## src/rtl/core/art_pkg.sv

```systemverilog
package art_pkg;

	localparam int ADDR_W      = 64;
	localparam int LEN_W       = 32;
	localparam int SLOT_W      = 4;
	localparam int STAT_W      = 2;
	localparam int REGIONS_DEF = 16;

	// command codes
	localparam logic CMD_ADD  = 1'b0;
	localparam logic CMD_FIND = 1'b1;

	// status codes
	typedef enum logic [STAT_W-1:0] {
		ST_OK   = 2'd0,
		ST_MISS = 2'd1,
		ST_FULL = 2'd2
	} status_e;

	// one command beat
	typedef struct packed {
		logic              cmd;
		logic [ADDR_W-1:0] addr;
		logic [LEN_W-1:0]  length;
	} art_req_t;

	// one result beat
	typedef struct packed {
		logic [STAT_W-1:0] status;
		logic              hit;
		logic [SLOT_W-1:0] slot;
		logic [ADDR_W-1:0] found_start;
		logic [ADDR_W-1:0] found_end;
	} art_rsp_t;

	// one stored region, both bounds inclusive
	typedef struct packed {
		logic [ADDR_W-1:0] lo;
		logic [ADDR_W-1:0] hi;
	} region_t;

endpackage

```

## src/rtl/core/art_mem.sv

```systemverilog
module art_mem #(
	parameter int DEPTH = 16,
	parameter int IW    = 4
) (
	input  logic             clk,
	input  logic             wr_en,
	input  logic [IW-1:0]    wr_idx,
	input  art_pkg::region_t wr_data,
	input  logic             rd_en,
	input  logic [IW-1:0]    rd_idx,
	output art_pkg::region_t rd_data
);
	import art_pkg::*;

	region_t mem [DEPTH];
	region_t rd_q;

	// one write port, one registered read port
	always_ff @(posedge clk) begin
		if (wr_en) begin
			mem[wr_idx] <= wr_data;
		end
		if (rd_en) begin
			rd_q <= mem[rd_idx];
		end
	end

	assign rd_data = rd_q;

endmodule

```

## src/rtl/core/art_match.sv

```systemverilog
module art_match (
	input  logic                      mode,
	input  logic [art_pkg::ADDR_W-1:0] key,
	input  logic [art_pkg::ADDR_W-1:0] new_hi,
	input  art_pkg::region_t          ent,
	output logic                      hit
);
	import art_pkg::*;

	logic conflict;
	logic holds;

	// add: conflict rule between stored (lo, hi) and new (key, new_hi)
	always_comb begin
		conflict = (ent.lo == key) || (ent.hi == new_hi)
			|| ((ent.lo > key) && (ent.lo < new_hi))
			|| ((ent.hi > key) && (ent.hi < new_hi))
			|| ((ent.lo < key) && (ent.hi > new_hi))
			|| ((ent.lo > key) && (ent.hi < new_hi));
	end

	// find: inclusive containment
	assign holds = (key >= ent.lo) && (key <= ent.hi);

	assign hit = (mode == CMD_FIND) ? holds : conflict;

endmodule

```

## src/rtl/core/address_region_table.sv

```systemverilog
// Address region table. A command beat (start high while busy is low) either
// adds a region [addr, addr+length] (end wraps modulo 2^64) unless it conflicts
// with a stored one, or finds the first region, in insertion order, that holds
// addr. Exactly one result beat follows each command, shown for one cycle with
// done high; the receiver cannot stall it, so it must take every beat as it
// comes. An add into a full table answers in the cycle after it is accepted.
// Otherwise busy goes high and the stored regions are read from the region
// memory one per cycle, stopping early on a match, with the result shown in the
// first cycle busy is low.
// A new command may be started in the cycle its predecessor's result is shown.
module address_region_table #(
	parameter int REGIONS = art_pkg::REGIONS_DEF
) (
	input  logic              clk,
	input  logic              arst_n,
	input  logic              start,
	output logic              busy,
	input  art_pkg::art_req_t req,
	output logic              done,
	output art_pkg::art_rsp_t rsp
);
	import art_pkg::*;

	localparam int IW = (REGIONS > 1) ? $clog2(REGIONS) : 1;
	localparam int CW = $clog2(REGIONS + 1);

	typedef enum logic {
		S_IDLE,
		S_SCAN
	} state_t;

	state_t            state_q;
	art_req_t          req_q;
	logic [ADDR_W-1:0] ne_q;
	logic [CW-1:0]     count_q;
	logic [IW-1:0]     rd_idx_q;
	logic              issue_q;
	logic              valid_s1;
	logic              last_s1;
	logic [IW-1:0]     idx_s1;
	logic              done_q;
	art_rsp_t          rsp_q;

	logic              accept;
	logic              last_c;
	logic              ent_hit;
	logic              found;
	logic              miss_end;
	logic              wr_en;
	region_t           rd_data;
	region_t           wr_data;

	assign accept = start && (state_q == S_IDLE);
	assign busy   = (state_q != S_IDLE);
	assign done   = done_q;
	assign rsp    = rsp_q;

	// last stored entry being issued
	assign last_c = (CW'(rd_idx_q) == (count_q - 1'b1));

	// scan outcome for the entry read back this cycle
	assign found    = (state_q == S_SCAN) && valid_s1 && ent_hit;
	assign miss_end = (state_q == S_SCAN)
		&& ((valid_s1 && last_s1 && !ent_hit) || (count_q == '0));
	assign wr_en    = miss_end && (req_q.cmd == CMD_ADD);

	assign wr_data.lo = req_q.addr;
	assign wr_data.hi = ne_q;

	art_mem #(
		.DEPTH (REGIONS),
		.IW    (IW)
	) u_mem (
		.clk     (clk),
		.wr_en   (wr_en),
		.wr_idx  (count_q[IW-1:0]),
		.wr_data (wr_data),
		.rd_en   (issue_q),
		.rd_idx  (rd_idx_q),
		.rd_data (rd_data)
	);

	art_match u_match (
		.mode   (req_q.cmd),
		.key    (req_q.addr),
		.new_hi (ne_q),
		.ent    (rd_data),
		.hit    (ent_hit)
	);

	// control: accept, scan one entry per cycle, report
	always_ff @(posedge clk or negedge arst_n) begin
		if (!arst_n) begin
			state_q  <= S_IDLE;
			req_q    <= '0;
			ne_q     <= '0;
			count_q  <= '0;
			rd_idx_q <= '0;
			issue_q  <= 1'b0;
			valid_s1 <= 1'b0;
			last_s1  <= 1'b0;
			idx_s1   <= '0;
			done_q   <= 1'b0;
			rsp_q    <= '0;
		end else begin
			done_q <= 1'b0;
			unique case (state_q)
				S_IDLE: begin
					valid_s1 <= 1'b0;
					if (accept) begin
						req_q <= req;
						ne_q  <= req.addr + ADDR_W'(req.length);
						if ((req.cmd == CMD_ADD) && (count_q == CW'(REGIONS))) begin
							done_q       <= 1'b1;
							rsp_q        <= '0;
							rsp_q.status <= ST_FULL;
						end else begin
							state_q  <= S_SCAN;
							rd_idx_q <= '0;
							issue_q  <= (count_q != '0);
						end
					end
				end
				S_SCAN: begin
					// read issue stage
					if (issue_q) begin
						rd_idx_q <= rd_idx_q + 1'b1;
						issue_q  <= !last_c;
					end
					valid_s1 <= issue_q;
					last_s1  <= last_c;
					idx_s1   <= rd_idx_q;
					// compare stage
					if (found) begin
						state_q  <= S_IDLE;
						issue_q  <= 1'b0;
						valid_s1 <= 1'b0;
						done_q   <= 1'b1;
						rsp_q    <= '0;
						if (req_q.cmd == CMD_FIND) begin
							rsp_q.status      <= ST_OK;
							rsp_q.hit         <= 1'b1;
							rsp_q.slot        <= SLOT_W'(idx_s1);
							rsp_q.found_start <= rd_data.lo;
							rsp_q.found_end   <= rd_data.hi;
						end else begin
							rsp_q.status <= ST_MISS;
						end
					end else if (miss_end) begin
						state_q  <= S_IDLE;
						issue_q  <= 1'b0;
						valid_s1 <= 1'b0;
						done_q   <= 1'b1;
						rsp_q    <= '0;
						if (req_q.cmd == CMD_ADD) begin
							count_q           <= count_q + 1'b1;
							rsp_q.status      <= ST_OK;
							rsp_q.hit         <= 1'b1;
							rsp_q.slot        <= SLOT_W'(count_q);
							rsp_q.found_start <= req_q.addr;
							rsp_q.found_end   <= ne_q;
						end else begin
							rsp_q.status <= ST_MISS;
						end
					end
				end
				default: begin
					state_q <= S_IDLE;
				end
			endcase
		end
	end

	// a result beat only follows a command
	a_done_after_cmd: assert property (@(posedge clk) disable iff (!arst_n)
		done |-> ($past(busy) || $past(start && !busy)))
		else $error("result beat without a command");

	// occupancy never passes the table size
	a_count_bound: assert property (@(posedge clk) disable iff (!arst_n)
		count_q <= CW'(REGIONS))
		else $error("region count above table size");

	// a write lands only into a free slot
	a_write_free: assert property (@(posedge clk) disable iff (!arst_n)
		wr_en |-> (count_q < CW'(REGIONS)))
		else $error("write into a full table");

	// a stored add grows the table by exactly one
	a_add_count: assert property (@(posedge clk) disable iff (!arst_n)
		(done && rsp.hit && (req_q.cmd == CMD_ADD))
		|-> (count_q == CW'($past(count_q) + 1'b1)))
		else $error("count not advanced on stored add");

	// read data is only consumed while scanning
	a_s1_in_scan: assert property (@(posedge clk) disable iff (!arst_n)
		valid_s1 |-> (state_q == S_SCAN))
		else $error("compare stage active outside scan");

endmodule
```

## config.mk

```make
export PLATFORM = sky130hd
export DESIGN_NAME = address_region_table
export DESIGN_NICKNAME = d
export VERILOG_FILES = /design/src/rtl/core/art_pkg.sv /design/src/rtl/core/art_mem.sv /design/src/rtl/core/art_match.sv /design/src/rtl/core/address_region_table.sv
export SDC_FILE = /design/constraint.sdc
export NUM_CORES = 2
export LEC_CHECK = 0
export BUFFER_PORTS_ARGS = -buffer_cell sky130_fd_sc_hd__buf_2
export CAP_MARGIN = 20
export CORE_MARGIN = 3
export CORE_UTILIZATION = 55
export DETAILED_ROUTE_END_ITERATION = 7
export PLACE_DENSITY = 0.73
export SLEW_MARGIN = 10
export SYNTH_ARGS = -nofsm -noshare
export SYNTH_HDL_FRONTEND = slang
export SYNTH_SLANG_ARGS = --single-unit
```

## constraint.sdc

```tcl
create_clock -name clk -period 26.3 [get_ports clk]
set_input_delay 3.945 -clock clk [delete_from_list [all_inputs] [get_ports clk]]
set_output_delay 3.945 -clock clk [all_outputs]
set_load 0.01 [all_outputs]
```

Word-level counts from Yosys, hierarchy flattened
Memory sizes are Yosys's and may differ from the RTL's. A register that Yosys moved wholly into a read port is not among the register bits.
Cells that the tools add are included.
{"block": "classes", "add_sub_neg": 4, "magnitude_cmp": 8, "eq_ne": 9, "n_mux": 35, "n_bitwise": 4, "n_reduce_logical": 28}
{"op": "135-bit two-way mux", "count": 4}
{"op": "135-bit one-hot mux with 2 select lines", "count": 1}
{"op": "133-bit two-way mux", "count": 2}
{"op": "64-bit greater-than comparator", "count": 3}
{"op": "64-bit < comparator", "count": 3}
{"op": "64-bit equality test", "count": 2}
{"op": "64-bit by 32-bit adder with 64-bit output", "count": 1}
{"op": "64-bit >= comparator", "count": 1}
{"op": "64-bit <= comparator", "count": 1}
{"op": "1-bit two-way mux", "count": 20}
{"op": "1-bit logical AND", "count": 13}
{"op": "4-bit two-way mux", "count": 3}
{"op": "1-bit one-hot mux with 2 select lines", "count": 4}
{"op": "4-bit one-hot mux with 2 select lines", "count": 1}
{"op": "1-bit logical OR", "count": 6}
{"op": "3-bit AND reduction", "count": 2}
{"op": "5-bit by 1-bit adder with 5-bit output (second input constant)", "count": 1}
{"op": "4-bit by 5-bit equality test with 1-bit output", "count": 1}
{"op": "5-bit equality test (second input constant)", "count": 1}
{"op": "5-bit logical NOT", "count": 1}
{"op": "5-bit nonzero test", "count": 1}
{"op": "5-bit by 1-bit subtractor with 5-bit output (second input constant)", "count": 1}
{"op": "4-bit by 1-bit adder with 4-bit output (second input constant)", "count": 1}
{"op": "2-bit by 1-bit inequality test with 1-bit output (second input constant)", "count": 2}
{"op": "other kinds (6)", "count": 12}
{"block": "totals", "ff_bits": 282, "ram_bits": 2048, "output_inout_bits": 137, "wordCells": 105, "memories": 1}
{"memory": "u_mem.mem", "words": 16, "word_bits": 128, "rd": 1, "rd_clocked_by_memory_dff": 1, "write_ports": 1, "line_no": "art_mem.sv:15", "text": "region_t mem [DEPTH];"}

Logic depth before layout (Yosys ltp)
{"block": "logic_depth", "ltp_word": 14, "mapped_depth": 15, "mapped_depth_nobuf": 13}

Cells and area by module
A second synthesis with hierarchy kept.
{"block": "hier_totals", "hier_cells": 5923, "hier_area_um2": 102134.2}
{"mod": "art_mem", "instances": 1, "cells_each": 3365, "area_per_inst_um2": 80641.1, "seq_area_each_um2": 65342.7}
{"mod": "address_region_table", "instances": 1, "cells_each": 1711, "area_per_inst_um2": 15249.6, "seq_area_each_um2": 7056.8}
{"mod": "art_match", "instances": 1, "cells_each": 847, "area_per_inst_um2": 6243.5, "seq_area_each_um2": 0.0}

Worst setup path after synthesis
OpenSTA, ideal clock, no wires.
{"block": "synth_timing", "kind": "flip-flop to flip-flop", "from": "register req_q[93] (netlist name)", "to": "memory u_mem.mem[10][0] (netlist name), enable pin", "t_arrival_ns": 12.386, "required_time_ns": 25.501, "path_slack_ns": 13.115, "path_stages_with_launch": 10, "n_path_buf": 0, "period_less_slack_ns": 13.185, "path_cell_list": "dfrtp_1 -> ha_1 -> nand4_1 -> or4_1 -> or4_1 -> o311a_1 -> nand4b_1 -> a21oi_1 -> o211ai_1 -> nor3b_1"}
{"block": "synth_via", "elab_chain_cells": 14, "elab_cells_between_ends": 24, "classes_between": "5 x order compare; 1 x eq/ne; 3 x mux; 15 x reduce/logical"}
{"element": "start: declaration", "line_no": "address_region_table.sv:33", "text": "art_req_t req_q;"}
{"element": "start signal: assignment", "line_no": "address_region_table.sv:111", "text": "req_q <= req;"}
{"element": "64-bit greater-than comparator / 64-bit equality test (equally long branches)", "line_no": "art_match.sv:16, art_match.sv:19, art_match.sv:15"}
{"element": "1-bit logical AND / 1-bit logical OR (equally long branches)", "line_no": "art_match.sv:16, art_match.sv:15"}
{"element": "1-bit logical OR", "line_no": "art_match.sv:16", "text": "|| ((ent.lo > key) && (ent.lo < new_hi))"}
{"element": "1-bit logical OR", "line_no": "art_match.sv:17", "text": "|| ((ent.hi > key) && (ent.hi < new_hi))"}
{"element": "1-bit logical OR", "line_no": "art_match.sv:18", "text": "|| ((ent.lo < key) && (ent.hi > new_hi))"}
{"element": "1-bit logical OR", "line_no": "art_match.sv:19", "text": "|| ((ent.lo > key) && (ent.hi < new_hi));"}
{"element": "1-bit two-way mux (*)", "line_no": "art_match.sv:25", "text": "assign hit = (mode == CMD_FIND) ? holds : conflict;"}
{"element": "1-bit logical NOT (*)", "line_no": "address_region_table.sv:64", "text": "&& ((valid_s1 && last_s1 && !ent_hit) || (count_q == '0));"}
{"element": "1-bit logical AND (*)", "line_no": "address_region_table.sv:64"}
{"element": "1-bit logical OR (*)", "line_no": "address_region_table.sv:64"}
{"element": "1-bit logical AND (*)", "line_no": "address_region_table.sv:64"}
{"element": "1-bit logical AND (*)", "line_no": "address_region_table.sv:65", "text": "assign wr_en = miss_end && (req_q.cmd == CMD_ADD);"}
{"element": "1-bit two-way mux (*)", "line_no": "art_mem.sv:20", "text": "if (wr_en) begin"}
{"element": "1-bit two-way mux (implied by the code) (*)", "line_no": "art_mem.sv:21", "text": "mem[wr_idx] <= wr_data;"}
{"element": "end: declaration", "line_no": "art_mem.sv:15"}
Every way passes the cells marked *; elsewhere a longest branch is shown, timed or not.

Final worst setup path
{"block": "layout_timing", "from": "input req[32] (netlist name)", "to": "register ne_q[52]"}
{"block": "layout_via", "elab_chain_cells": 1}
{"element": "start: declaration", "line_no": "address_region_table.sv:18", "text": "input art_pkg::art_req_t req,"}
{"element": "64-bit by 32-bit adder with 64-bit output", "line_no": "address_region_table.sv:112", "text": "ne_q <= req.addr + ADDR_W'(req.length);"}
{"element": "end signal: assignment", "line_no": "address_region_table.sv:112"}
{"element": "end: declaration", "line_no": "address_region_table.sv:34", "text": "logic [ADDR_W-1:0] ne_q;"}
Every way passes these cells.
A chain may end at the register's enable or synchronous reset.

==> flow_summary.yaml <==
clock_network:
  cts_max_level: 4
  holdBufCountCts: 0
  cts_buffer_depth: 3
  cts_made_buffers: 235
  cts_tree: "yes"
  postCtsSetupRepairBufs: 0
  clk_pin_slew_ns: 0.06
  clk_latency_ns: 0.88
  clockRootBuffer: "clkbuf_16"
  cts.sinks: 2458
  cts_resized: 0
cells_and_area:
  fillers: 12980
  areaGrowthSynthToFinish_pct: 11.53
  mostFrequentLayoutCells: "2176 x edfxtp_1, 469 x nand2_1, 446 x o21ai_0"
  final_common_cell: "edfxtp_1"
  fin_nets: 6938
  layout-drive-gt1-share_pct: 16.50
  final_util_pct: 61.92
power_and_ir_drop:
  p_int_uw: 8345
  seqPwrFrac_pct: 47.4
  clkPwrFrac_pct: 26.6
  vdd_drop_max_mv: 0.08557
  combinationalPowerShare_pct: 26.0
  p_sw_share_pct: 33.92
  p_leak_uw: 0.04015
  p_sw_uw: 4284
  power_density_nw_per_um2: 111.1
worst_setup_path:
  cp_data_arrival_time_ns: 8.40
  required_ns: 27.02
  crit_path_end_kind: "flip-flop"
  critPathMaxFanout: 16
  path_class: "input pin to flip-flop"
  start_kind: "input pin"
yosys:
  yosysTopAreaCell: "edfxtp_1"
  netlist_area_um2: 102000
  synth_cells: 6281
  avgSynthCellArea_um2: 16.23
  synth-seq-cells: 2458
  synth_edf_count: 2176
  ys.flop_type: "edfxtp_1"
  yosysWarningCount: 0
  yosys.cell_types.count: 71
  synth_top_area_share_pct: 64.08
  synthTopCellsByArea: "edfxtp_1 64%, dfrtp_1 6.9%, mux4_2 5.7%, mux2i_1 3.7%, ha_1 3.6%"
  syn_nets: 6674
  ys_seq_area_share_pct: 71.00
  postSynth.asyncResetShare_pct: 11.47
floorplanning:
  die_h_um: 436.6
  io_pins: 237
  die_area_um2: 190600
  start_util_pct: 55.52
  core_um2: 183700
  rows: 157
  die_x_um: 436.6
sta:
  setup_tns_ns: 0
  drv_slew: 0
  period_needed_ns: 7.679
  hold_viol: 0
  fin_skew_ns: 0.05210
  period_share_pct: 29.20
  tightestPinTransition_ns: 1.267
  maxSlewHeadroom_pct: 15.55
  fmax_ghz: 0.1302
  rsz0062_at_grt: "no"
  setup_viol_count_final: 0
grt:
  grt_pass1_wl_um: 413000
  track_usage_pct: 29.80
  grt_max_degree: 116
  grt_pass1_vias: 59930
  overflow: 0
  antenna_found_initial: 14
detailed_routing:
  drt-pass1-iter-count: 6
  wl_per_cell_um: 31.05
  drt-met1-wl_um: 105200
  drc_errors: 0
  drtAntennaViolNets: 0
  vias: 60050
  routed_via_density: 6.513
  wl_um: 286300
  dr_wl_met2_um: 137300
  drt_iter0_markers: 6838
  wl_met3_um: 26770
  highest_layer: "met5"
hold_path:
  hold_class: "flip-flop to flip-flop"
placed_design:
  gp_routability_congestion: 0.9090
  dp_hpwl_um: 160100
  portBuffers: 236
job:
  cap_violations: 0
run_status:
  status: "completed"
==> cells by family after synthesis <==
logic type,after synthesis,share of synthesized area (%)
compound gates,1230,7.893
fa+ha+maj,293,3.603
flops,2458,71.00
xor+xnor,67,0.5755
buf+inv,717,2.720
simple gates,747,3.322
mux,769,10.88
==> metrics by stage <==
step | total power, µW | instance area [µm²] | setup WS [ns] | hold slack [ns] | std cells
finish | 12630 | 113700 | 18.62 | 0.5356 | 9221
global route | 13150 | 113700 | 18.38 | 0.5712 | 9217
CTS | 12620 | 113700 | 18.69 | 0.5382 | 9215
detailed placement | 9275 | 106000 | 17.84 | 0.5230 | 8772
global placement | 9150 | 106000 | 17.88 | 0.5028 | 8770
floorplan | 7880 | 102000 | 13.12 | 0.4909 | 6281
==> layout make-up <==
type	count	area (µm²)	share of cell area, %
clock inverter	133	1345	1.183
sequential	2458	72420	63.68
inverter	416	1569	1.380
timing repair buffer	328	2004	1.763
tap	2464	3083	2.711
clock buffer	310	6324	5.560
multi-input combinational	3106	26970	23.71
antenna	6	15.01	0.01320
==> worst max-delay path: stages <==
cell and delay, ns:
buf_2 0.09, ha_1 0.21, inv_1 0.07, fa_1 0.49, nor2b_1 0.19, o21a_1 0.30, o21ai_0 0.19, a21oi_1 0.48
a211oi_2 0.31, o21ai_0 0.84, a311oi_4 0.19, buf_4 0.32, nor4b_1 0.46, xnor2_1 0.17, o21ai_0 0.10
==> cell usage after synthesis, types with 52 or more instances <==
master	instances
clkbuf_1	204
a21oi_1	241
o221ai_1	112
o21ai_0	446
nand4_1	52
edfxtp_1	2176
inv_1	416
nor2_1	60
ha_1	292
mux4_2	259
a22oi_1	128
mux2i_1	382
a221oi_1	134
buf_1	60
nand2_1	471
dfrtp_1	282
mux2_2	128
==> state kept, by name (all words and copies together), names as in the netlist <==
| register | flops |
|---|---|
| busy | 1 |
| u_mem.rd_data | 128 |
| idx_s1 | 4 |
| valid_s1 | 1 |
| rd_idx_q | 4 |
| done | 1 |
| count_q | 5 |
| rsp | 135 |
| req_q | 65 |
| issue_q | 1 |
| u_mem.mem | 2048 |
| ne_q | 64 |
| last_s1 | 1 |
==> power groups by stage <==
stage	Combinational [µW]	Clock [µW]	Sequential (µW)
after floorplan	2170	0	5710
final	3280	3360	5990
after global placement	3150	0	6000
after CTS	3260	3390	5970
after global routing	3560	3550	6050
after detailed placement	3230	0	6050
==> worst paths after layout <==
check / depth (start not counted) / from / to / slack (ns)
worst max-delay path: 15 / req[32] / ne_q[52] / 18.62
worst min-delay path: 2 / idx_s1[3] / rsp[131] / 0.54
worst max register to register: 14 / ne_q[1] / u_mem.mem[14][25] / 18.63
worst min register to register: 2 / idx_s1[3] / rsp[131] / 0.54
max in group asynchronous: 3 / arst_n / rsp[65] / 20.94
min in group asynchronous: 1 / arst_n / rsp[117] / 3.04
==> layer usage <==
| layer | GRT usage, % | vias up |
|---|---|---|
| met4 | 15.77 | 4 |
| li1 | - | 25140 |
| met1 | 38.77 | 30770 |
| met3 | 5.637 | 699 |
| met5 | 0.1512 | - |
| met2 | 48.00 | 3445 |
Note: power is estimated with default switching activity, not from simulation.
